**config.mk**
```make
export PLATFORM = sky130hd
export DESIGN_NAME = radix_string_to_int64_core
export DESIGN_NICKNAME = d
export VERILOG_FILES = /design/src/rtl/rs2i_pkg.sv /design/src/rtl/rs2i_step.sv /design/src/rtl/rs2i_out_stage.sv /design/src/rtl/radix_string_to_int64_core.sv
export SDC_FILE = /design/constraint.sdc
export NUM_CORES = 1
export LEC_CHECK = 0
export BUFFER_PORTS_ARGS = -buffer_cell sky130_fd_sc_hd__buf_4
export CAP_MARGIN = 40
export CELL_PAD_IN_SITES_DETAIL_PLACEMENT = 0
export CELL_PAD_IN_SITES_GLOBAL_PLACEMENT = 2
export CORE_MARGIN = 2
export CORE_UTILIZATION = 34
export CTS_BUF_LIST = sky130_fd_sc_hd__clkbuf_16
export DETAILED_ROUTE_END_ITERATION = 7
export PLACE_DENSITY = 0.74
export SKIP_CTS_REPAIR_TIMING = 1
export SLEW_MARGIN = 10
export SYNTH_ARGS = -nofsm -noshare
export SYNTH_HDL_FRONTEND = slang
export SYNTH_SLANG_ARGS = --single-unit
```
**constraint.sdc**
```tcl
create_clock -name clk -period 16.2 [get_ports clk]
set_clock_uncertainty 0.1 [all_clocks]
set_input_delay 2.43 -clock clk [delete_from_list [all_inputs] [get_ports clk]]
set_output_delay 2.43 -clock clk [all_outputs]
set_load 0.05 [all_outputs]
```
**src/rtl/rs2i_pkg.sv**
```systemverilog
// ============================================================================
// rs2i_pkg
// Shared types, character codes and the digit decode function for the
// radix string to 64-bit integer converter.
// ============================================================================
package rs2i_pkg;

    localparam int CH_W     = 8;
    localparam int RADIX_W  = 6;
    localparam int DIGIT_W  = 7;
    localparam int MAG_W    = 63;
    localparam int VALUE_W  = 64;
    localparam int ACC_W    = MAG_W + RADIX_W;

    localparam logic [RADIX_W-1:0] RADIX_RESET = 6'd10;

    localparam logic [CH_W-1:0] CH_NUL   = 8'h00;
    localparam logic [CH_W-1:0] CH_MINUS = 8'h2D;
    localparam logic [CH_W-1:0] CH_PLUS  = 8'h2B;
    localparam logic [CH_W-1:0] CH_DIG0  = 8'h30;
    localparam logic [CH_W-1:0] CH_DIG9  = 8'h39;
    localparam logic [CH_W-1:0] CH_UP_A  = 8'h41;
    localparam logic [CH_W-1:0] CH_UP_Z  = 8'h5A;
    localparam logic [CH_W-1:0] CH_LO_A  = 8'h61;
    localparam logic [CH_W-1:0] CH_LO_Z  = 8'h7A;

    localparam logic [DIGIT_W-1:0] DIGIT_TEN = 7'd10;
    localparam logic [DIGIT_W-1:0] NO_DIGIT  = 7'd64;

    // Parse state carried from one character to the next.
    typedef struct packed {
        logic [MAG_W-1:0] mag;
        logic             is_neg;
        logic             at_start;
        logic             have_digit;
        logic             stopped;
        logic             pend_min;
    } parse_state_t;

    localparam parse_state_t STATE_CLEAR = '{
        mag:        '0,
        is_neg:     1'b0,
        at_start:   1'b1,
        have_digit: 1'b0,
        stopped:    1'b0,
        pend_min:   1'b0
    };

    // Result of one step, handed to the output stage.
    typedef struct packed {
        logic               emit;
        logic [VALUE_W-1:0] value;
        logic               error;
    } step_result_t;

    // Value of a digit character, or NO_DIGIT when the byte is not a digit.
    function automatic logic [DIGIT_W-1:0] digit_of(input logic [CH_W-1:0] c);
        logic [DIGIT_W-1:0] d;
        begin
            d = NO_DIGIT;
            if (c >= CH_DIG0 && c <= CH_DIG9)
            begin
                d = DIGIT_W'(c - CH_DIG0);
            end
            else if (c >= CH_UP_A && c <= CH_UP_Z)
            begin
                d = DIGIT_W'(c - CH_UP_A) + DIGIT_TEN;
            end
            else if (c >= CH_LO_A && c <= CH_LO_Z)
            begin
                d = DIGIT_W'(c - CH_LO_A) + DIGIT_TEN;
            end
            return d;
        end
    endfunction

endpackage

```
**src/rtl/rs2i_step.sv**
```systemverilog
// ============================================================================
// rs2i_step
// Combinational parse step: next state and result for one character.
// ============================================================================
module rs2i_step (
    input  rs2i_pkg::parse_state_t             cur,
    input  logic [rs2i_pkg::CH_W-1:0]          ch,
    input  logic [rs2i_pkg::RADIX_W-1:0]       radix,
    output rs2i_pkg::parse_state_t             nxt,
    output rs2i_pkg::step_result_t             res
);

    logic [rs2i_pkg::DIGIT_W-1:0] digit;
    logic [rs2i_pkg::ACC_W-1:0]   acc;
    logic                         acc_over;
    logic                         acc_min;
    logic                         sign_taken;

    assign digit = rs2i_pkg::digit_of(ch);

    // One 63x6 multiply-add; anything at or above 2^63 overflows.
    assign acc = rs2i_pkg::ACC_W'(cur.mag) * rs2i_pkg::ACC_W'(radix)
               + rs2i_pkg::ACC_W'(digit);
    assign acc_over = (acc[rs2i_pkg::ACC_W-1:rs2i_pkg::MAG_W] != '0);
    assign acc_min  = (acc[rs2i_pkg::ACC_W-1:rs2i_pkg::MAG_W] == rs2i_pkg::RADIX_W'(1))
                   && (acc[rs2i_pkg::MAG_W-1:0] == '0);

    assign sign_taken = cur.at_start && (ch == rs2i_pkg::CH_MINUS || ch == rs2i_pkg::CH_PLUS);

    always_comb
    begin
        res.emit = (ch == rs2i_pkg::CH_NUL);
        if (cur.pend_min)
        begin
            res.value = {1'b1, {rs2i_pkg::MAG_W{1'b0}}};
            res.error = 1'b0;
        end
        else
        begin
            res.value = cur.is_neg ? (rs2i_pkg::VALUE_W'(0) - {1'b0, cur.mag})
                                   : {1'b0, cur.mag};
            res.error = cur.stopped || !cur.have_digit;
        end
    end

    always_comb
    begin
        nxt = cur;
        if (ch == rs2i_pkg::CH_NUL)
        begin
            nxt = rs2i_pkg::STATE_CLEAR;
        end
        else if (cur.stopped)
        begin
            nxt = cur;
        end
        else if (cur.pend_min)
        begin
            // Anything after a magnitude of exactly 2^63 is an overflow.
            nxt.pend_min = 1'b0;
            nxt.stopped  = 1'b1;
        end
        else
        begin
            nxt.at_start = 1'b0;
            if (sign_taken)
            begin
                nxt.is_neg = (ch == rs2i_pkg::CH_MINUS);
            end
            else if (digit >= rs2i_pkg::DIGIT_W'(radix))
            begin
                nxt.stopped = 1'b1;
            end
            else if (acc_over)
            begin
                if (cur.is_neg && acc_min)
                begin
                    nxt.pend_min = 1'b1;
                end
                else
                begin
                    nxt.stopped = 1'b1;
                end
            end
            else
            begin
                nxt.mag        = acc[rs2i_pkg::MAG_W-1:0];
                nxt.have_digit = 1'b1;
            end
        end
    end

endmodule

```
**src/rtl/rs2i_out_stage.sv**
```systemverilog
// ============================================================================
// rs2i_out_stage
// Result register holding one finished conversion until it is taken.
// ============================================================================
module rs2i_out_stage (
    input  logic                             clk,
    input  logic                             rst_n,
    input  logic                             load,
    input  logic [rs2i_pkg::VALUE_W-1:0]     value,
    input  logic                             error,
    output logic                             space,
    output logic                             m_tvalid,
    input  logic                             m_tready,
    output logic [rs2i_pkg::VALUE_W-1:0]     m_tdata,
    output logic                             m_tuser
);

    logic                         valid_reg;
    logic                         valid_next;
    logic [rs2i_pkg::VALUE_W-1:0] value_reg;
    logic                         error_reg;

    // A slot frees up in the same cycle that the held result is taken.
    assign space = !valid_reg || m_tready;

    always_comb
    begin
        valid_next = valid_reg;
        if (load)
        begin
            valid_next = 1'b1;
        end
        else if (m_tready)
        begin
            valid_next = 1'b0;
        end
    end

    always_ff @(posedge clk or negedge rst_n)
    begin
        if (!rst_n)
        begin
            valid_reg <= 1'b0;
        end
        else
        begin
            valid_reg <= valid_next;
        end
    end

    always_ff @(posedge clk)
    begin
        if (load)
        begin
            value_reg <= value;
            error_reg <= error;
        end
    end

    assign m_tvalid = valid_reg;
    assign m_tdata  = value_reg;
    assign m_tuser  = error_reg;

endmodule

```
**src/rtl/radix_string_to_int64_core.sv**
```systemverilog
// ============================================================================
// radix_string_to_int64_core
// Converts a zero-terminated character stream into a signed 64-bit integer.
// ============================================================================
// Usage: characters enter one byte per transfer on the slave stream (s_*).
// An optional leading '-' or '+' is allowed, then digits 0-9, A-Z, a-z in
// the radix held by the configuration register (written on cfg_* while the
// block is idle, 10 after reset). A zero byte ends the string and produces
// one result transfer on the master stream (m_*): the signed value in tdata
// and an error flag in tuser. Other bytes produce no result.
// Throughput is one character per cycle while s_tready is high; the parse
// state is updated by one 63x6 multiply-add and compare per character. The
// result appears on m_* in the cycle after the terminating byte is accepted.
// A finished result waits in the output register; while it waits, further
// characters keep being accepted as long as the register is free or is
// being drained in the same cycle. If the receiver stalls with a result
// held, s_tready drops until the result is taken.
// Reset clears the parse state, empties the output register and sets the
// radix back to 10. After a bad character or overflow the rest of the
// string is skipped and the terminator reports error with the partial value.
// ============================================================================
module radix_string_to_int64_core (
    input  logic                             clk,
    input  logic                             rst_n,
    // Configuration: radix.
    input  logic                             cfg_valid,
    output logic                             cfg_ready,
    input  logic [rs2i_pkg::RADIX_W-1:0]     cfg_data,
    // Input stream. tdata: [7:0] ch.
    input  logic                             s_tvalid,
    output logic                             s_tready,
    input  logic [rs2i_pkg::CH_W-1:0]        s_tdata,
    // Output stream. tdata: [63:0] value. tuser: [0] error.
    output logic                             m_tvalid,
    input  logic                             m_tready,
    output logic [rs2i_pkg::VALUE_W-1:0]     m_tdata,
    output logic                             m_tuser
);

    logic [rs2i_pkg::RADIX_W-1:0] radix_reg;
    logic [rs2i_pkg::RADIX_W-1:0] radix_next;
    rs2i_pkg::parse_state_t       state_reg;
    rs2i_pkg::parse_state_t       state_next;
    rs2i_pkg::parse_state_t       step_state;
    rs2i_pkg::step_result_t       step_res;
    logic                         in_xfer;
    logic                         out_space;

    // The radix register accepts a write in any cycle.
    assign cfg_ready = 1'b1;

    assign s_tready = out_space;
    assign in_xfer  = s_tvalid && s_tready;

    always_comb
    begin
        radix_next = radix_reg;
        if (cfg_valid && cfg_ready)
        begin
            radix_next = cfg_data;
        end
    end

    always_comb
    begin
        state_next = state_reg;
        if (in_xfer)
        begin
            state_next = step_state;
        end
    end

    always_ff @(posedge clk or negedge rst_n)
    begin
        if (!rst_n)
        begin
            radix_reg <= rs2i_pkg::RADIX_RESET;
            state_reg <= rs2i_pkg::STATE_CLEAR;
        end
        else
        begin
            radix_reg <= radix_next;
            state_reg <= state_next;
        end
    end

    rs2i_step u_step (
        .cur   (state_reg),
        .ch    (s_tdata),
        .radix (radix_reg),
        .nxt   (step_state),
        .res   (step_res)
    );

    // Only the terminating byte loads a result.
    rs2i_out_stage u_out (
        .clk      (clk),
        .rst_n    (rst_n),
        .load     (in_xfer && step_res.emit),
        .value    (step_res.value),
        .error    (step_res.error),
        .space    (out_space),
        .m_tvalid (m_tvalid),
        .m_tready (m_tready),
        .m_tdata  (m_tdata),
        .m_tuser  (m_tuser)
    );

endmodule
```
**Yosys cells after proc, flatten, opt, wreduce, memory -nomap -nowiden**

Index checks and enable logic that the tools add are counted.
W data, S select, Z words.

- Flip-flop bits (word level): 140
- Input bits: 19
- Output and inout port bits: 68
- Logic and storage cells: 77

- Add/subtract/negate cells: 7
- Multiply operators: 1
- Magnitude comparators: 7
- Equal/unequal tests: 8
- Mux-type cells: 22
- Reduce and logical (&&, ||, !) cells: 22

Operators with widths:

| operator | count |
|---|---|
| $mux W63 | 3 |
| $mux W68 | 2 |
| $add A69 B7 Y69 | 1 |
| $mul A63 B6 Y69 | 1 |
| $mux W66 | 1 |
| $mux W64 | 1 |
| $sub A1 B63 Y64 const A | 1 |
| $logic_not A63 Y1 | 1 |
| $mux W7 | 3 |
| $eq A8 B6 Y1 const B | 2 |
| $ge A8 B7 Y1 const B | 2 |
| $le A8 B7 Y1 const B | 2 |
| $add A7 B4 Y7 const B | 2 |
| $sub A7 B7 Y7 const B | 2 |
| $mux W1 | 9 |
| $ge A8 B6 Y1 const B | 1 |
| $le A8 B6 Y1 const B | 1 |
| $logic_and A1 B1 Y1 | 8 |
| $logic_not A8 Y1 | 1 |
| $ge A7 B6 Y1 | 1 |
| $sub A7 B6 Y7 const B | 1 |
| $eq A6 B1 Y1 const B | 1 |
| $ne A2 B2 Y1 const B | 3 |
| $reduce_and A6 Y1 | 1 |
| other kinds (10) | 16 |

**Longest topological paths before layout**

- Depth after elaboration: 16
- Depth in mapped cells: 26
- Mapped depth without buffers: 23

**Hierarchy**

From an unflattened synthesis, not the netlist that was laid out.

- Cell total of the unflattened synthesis: 2490
- Area, all modules: 22037.4 µm²

Modules (own cells, without submodules):

| module | instances | cells an instance | area each (µm²) | seq. area each (µm²) |
|---|---|---|---|---|
| rs2i_step | 1 | 2262 | 17195.2 | 0.0 |
| radix_string_to_int64_core | 1 | 160 | 2842.7 | 1855.5 |
| rs2i_out_stage | 1 | 68 | 1999.4 | 1976.9 |

**Least setup slack after synthesis**

OpenSTA, ideal clock, no wires.

- Path kind: input to register
- Start: input s_tdata[0] (netlist bit)
- End: register state_reg[34] (netlist bit)
- Setup time: 104 ps
- Arrival time: 7873 ps
- Required time: 15996 ps
- Setup slack: 8123 ps
- Cell stages on the path: 24
- Path buffers: 2
- Cell sequence: inv_1 ha_1 nor3b_1 nand2b_1 nand2_1 a2111oi_0 nor2_1 or3_1 o21ai_0 fa_1 ha_1 o211ai_1 o21ai_1 a32oi_2 nand2_1 a31o_1 and3_1 or3_1 a211oi_2 nand4_1 or2_1 clkbuf_1 buf_6 o41ai_2

- Longest elaborated chain between the ends: 12
- Elaborated cells between the ends (all ways): 37
- Those cells by class: 6 x add/sub; 7 x order compare; 7 x eq/ne; 9 x mux; 8 x reduce/logical

Ends and longest elaborated chain:

| element | line | text |
|---|---|---|
| from (decl) | radix_string_to_int64_core.sv:32 | `input logic [rs2i_pkg::CH_W-1:0] s_tdata,` |
| $sub A7 B7 Y7, or another cell as far along | rs2i_pkg.sv:71 | `d = DIGIT_W'(c - CH_LO_A) + DIGIT_TEN;` |
| $add A7 B4 Y7 or $logic_and A1 B1 Y1 (tied branches) | rs2i_pkg.sv:71, rs2i_pkg.sv:69 |  |
| $mux W7 | rs2i_pkg.sv:69 | `else if (c >= CH_LO_A && c <= CH_LO_Z)` |
| $mux W7 | rs2i_pkg.sv:65 | `else if (c >= CH_UP_A && c <= CH_UP_Z)` |
| $mux W7 | rs2i_pkg.sv:61 | `if (c >= CH_DIG0 && c <= CH_DIG9)` |
| $add A69 B7 Y69 | rs2i_step.sv:23 | `+ rs2i_pkg::ACC_W'(digit);` |
| $mux W63 | rs2i_step.sv:74 | `else if (acc_over)` |
| $mux W63 | rs2i_step.sv:70 | `else if (digit >= rs2i_pkg::DIGIT_W'(radix))` |
| $mux W63 | rs2i_step.sv:66 | `if (sign_taken)` |
| $mux W66 | rs2i_step.sv:57 | `else if (cur.pend_min)` |
| $mux W68 | rs2i_step.sv:53 | `else if (cur.stopped)` |
| $mux W68 | rs2i_step.sv:49 | `if (ch == rs2i_pkg::CH_NUL)` |
| to (signal assigned) | radix_string_to_int64_core.sv:78 | `state_reg <= rs2i_pkg::STATE_CLEAR;` |
| to (signal assigned) | radix_string_to_int64_core.sv:83 | `state_reg <= state_next;` |
| to (decl) | radix_string_to_int64_core.sv:42 | `rs2i_pkg::parse_state_t state_reg;` |

Parallel ways exist; a longest one is shown, timed or not. The select of a mux whose other input is x is not followed.
A chain may end at the register's enable or synchronous reset.

**Worst setup path after layout**

- Start: input s_tdata[0] (netlist bit)
- End: register state_reg[33] (netlist bit)

The elaborated chain is that of the path after synthesis.

==> results.json <==
{
  "place_area_um2": 22500,
  "fin_crit_ns": 8.63,
  "holdCritPathClass": "register to register",
  "powerDensity_nw_per_um2": 36.9,
  "fin_crit_sh": 0.533,
  "antenna_found_initial": 0,
  "dieWidth_um": 254,
  "antenna_left": 0,
  "syn-num-nets": 2846,
  "critPathCaptureType": "register",
  "critical_path.max_fanout": 21,
  "multi_input_area_um2": 16200,
  "die_height_um": 254,
  "cts_tree": "yes",
  "grt_overflow": 0,
  "outcome": "finished clean",
  "finalSetupViolCount": 0,
  "ff_latch_area_um2": 3840,
  "gp_congestion": 0.918,
  "synthArstFlopShare": 0.536,
  "rsz0062_at_grt": "no",
  "grt_pass1_wl_um": 108000,
  "via_count": 17500,
  "floorplan.initialDensity": 0.345,
  "place_inst": 3175,
  "largest_register_ffs": 68,
  "cp-start-kind": "input pin",
  "synthDistinctLibCells": 79,
  "timing.rr.start": "radix_reg[3]",
  "ff2ff_path_depth": 23,
  "clkSlewWorstSetupHoldPaths_ns": 0.07,
  "antenna_cells": 0,
  "routedWlPerCell_um": 21.0,
  "slew_headroom": 0.411,
  "cp-startpoint": "s_tdata[0]",
  "synth-edff-count": 65,
  "pre_cts_slack_ns": 7.16,
  "routed_via_density": 5.46,
  "final_util": 0.372,
  "grtUsageTotal": 0.217,
  "routed_wirelength_um": 67500,
  "dp_hpwl_um": 51600,
  "crit_chain": "buf_4 > inv_1 > ha_1 > nor3b_1 > nand2b_1 > nand2_1 > a2111oi_0 > nor2_1 > o31ai_1 > fa_1 > ha_1 > a211oi_1 > o21ai_1 > a21oi_2 > o21bai_1 > a31o_1 > o311ai_0 > a21oi_1 > a211oi_2 > nand4_1 > buf_4 > nor2_1 > mux2i_1",
  "finalWorstSetupSlack_ns": 7.57,
  "clockRootBuffer": "clkbuf_16",
  "setup_tns_ns": 0,
  "drive_gt1_frac": 0.0772,
  "r2r_setup_slack_ns": 8.33,
  "slowest_stage": "a2111oi_0",
  "avgSynthCellArea_um2": 8.81,
  "nets": 2784,
  "netlist_instances": 2420,
  "slew_viol_final": 0,
  "ys_warn_count": 0,
  "cp-endpoint": "state_reg[33]",
  "critPathRequiredTime_ns": 16.53,
  "grt_max_degree": 69,
  "r2r-end": "state_reg[1]",
  "peakVddDrop_mv": 0.0783,
  "holdWs_ns": 0.366,
  "clk_latency_ns": 0.51,
  "synthFlopType": "dfrtp_1",
  "seq_area_frac_synth": 0.180,
  "die_area_um2": 64700,
  "tightest_slew_ns": 0.878,
  "ys_ff_latch": 140,
  "clock-sinks": 140,
  "portBuffers": 85,
  "critPathMaxStageDelay_ns": 0.68,
  "cp.arrival_ns": 8.96,
  "report.power.total_mw": 0.850,
  "cts_inserted_buffers": 17,
  "fmax_ghz": 0.116,
  "post-route-drc-count": 0,
  "grt_pass1_vias": 18600,
  "final_cell_area_um2": 23000,
  "layout.cells.non_filler": 3208,
  "cts_htree_levels": 4,
  "leakage_nw": 11.5,
  "fillers": 6331,
  "maxCapViolations": 0,
  "first_iter_violations": 1228,
  "clock_path_buffers": 2,
  "area_growth_pct": 7.99,
  "core_area_um2": 61800,
  "ioPinCount": 87,
  "row_count": 91,
  "path_class": "input pin to register",
  "hold_violations": 0,
  "drt_first_pass_iters": 6,
  "syn-cell-area_um2": 21300
}
==> placed cells by master, fill, tap and decap left out, types with 23 or more instances in the layout <==
master    Yosys  routed
inv_1       136     135
buf_4         1     100
nand2_1     296     296
nor3_1       32      32
and2_1      296     296
edfxtp_1     65      65
ha_1        158     158
fa_1        249     249
xnor2_1      31      31
o211ai_1     32      32
o21ai_0      92      92
nand4_1      49      49
xor2_1       80      80
nand3_1      23      23
o21a_1       25      25
a21oi_1     122     122
or3_1        28      28
dfrtp_1      72      68
mux2i_1      46      46
nor2_1      135     135
o31ai_1      34      34
==> cell type report <==
class                           instances  area share
Inverter                              136      0.0222
Sequential cell                       140       0.167
Multi-Input combinational cell       1956       0.705
Clock inverter                         15     0.00614
Clock buffer                           17      0.0185
Timing Repair Buffer                  107      0.0358
Tap cell                              837      0.0455
==> metal layers <==
layer  share of wire  routed length [µm]  up-vias  GRT usage
met3           0.045                3020       94     0.0377
met5               0                   0        -          0
met1            0.46               31000     8913      0.293
met4           0.034                2320        0     0.0840
li1                -                   -     8083          -
met2            0.46               31200      430      0.347
==> worst max-delay path, delay by kind of cell <==
kind	cells	cell delay (ns)
compound gates	10	3.51
simple gates	6	1.29
fa+ha+maj	3	0.98
buf+inv	3	0.46
mux	1	0.26
==> how the worst min path moves through the flow <==
stage / end / start / slack (ns) / cells after the start
2_1_floorplan: state_reg[3] / state_reg[3] / 0.34 / 2
3_3_place_gp: state_reg[3] / state_reg[3] / 0.35 / 2
3_5_place_dp: state_reg[3] / state_reg[3] / 0.35 / 2
4_1_cts: state_reg[3] / state_reg[3] / 0.37 / 2
5_1_grt: state_reg[3] / state_reg[3] / 0.38 / 2
6_report: state_reg[3] / state_reg[3] / 0.37 / 2
==> cells by family after synthesis <==
logic type / count (synthesis) / synth area share
AND/OR/NAND/NOR: 937 / 0.224
AO/OA/AOI/OAI: 450 / 0.141
adder cells (fa/ha/maj): 407 / 0.327
buffers and inverters: 324 / 0.0596
flip-flops: 140 / 0.180
XOR/XNOR: 111 / 0.0456
multiplexers: 50 / 0.0237
other: 1 / 0.000176
==> report_power, final <==
part,total (mW),internal [mW],leakage (nW),switching [mW]
Sequential,0.381,0.372,1.74,0.00916
Combinational,0.0641,0.0156,9.46,0.0484
Clock,0.405,0.212,0.255,0.193
Total,0.850,0.599,11.5,0.251
==> synth_stat cells (4+ instances only) <==
master	n	area, µm²
a211oi_1	13	97.6
a21boi_0	6	45.0
a21o_1	22	165
a21oi_1	122	611
a31oi_1	6	37.5
and2_1	296	1850
and3_1	7	43.8
buf_1	9	33.8
buf_2	22	110
clkbuf_1	153	574
dfrtp_1	72	1800
edfxtp_1	65	1950
fa_1	249	4980
ha_1	158	1980
inv_1	136	510
mux2_2	4	45.0
mux2i_1	46	460
nand2_1	296	1110
nand2b_1	12	75.1
nand3_1	23	115
nand4_1	49	307
nor2_1	135	507
nor2b_1	7	43.8
nor3_1	32	160
nor4_1	20	125
o2111ai_1	10	87.6
o211a_1	5	50.1
o211ai_1	32	240
o21a_1	25	188
o21ai_0	92	460
o21ai_1	10	50.1
o21bai_1	11	82.6
o22ai_1	4	25.0
o31ai_1	34	255
o41ai_1	7	61.3
o41ai_2	9	146
or2_2	7	43.8
or3_1	28	175
or4_1	6	45.0
xnor2_1	31	272
xor2_1	80	701
Note: power is estimated with default switching activity, not from simulation.
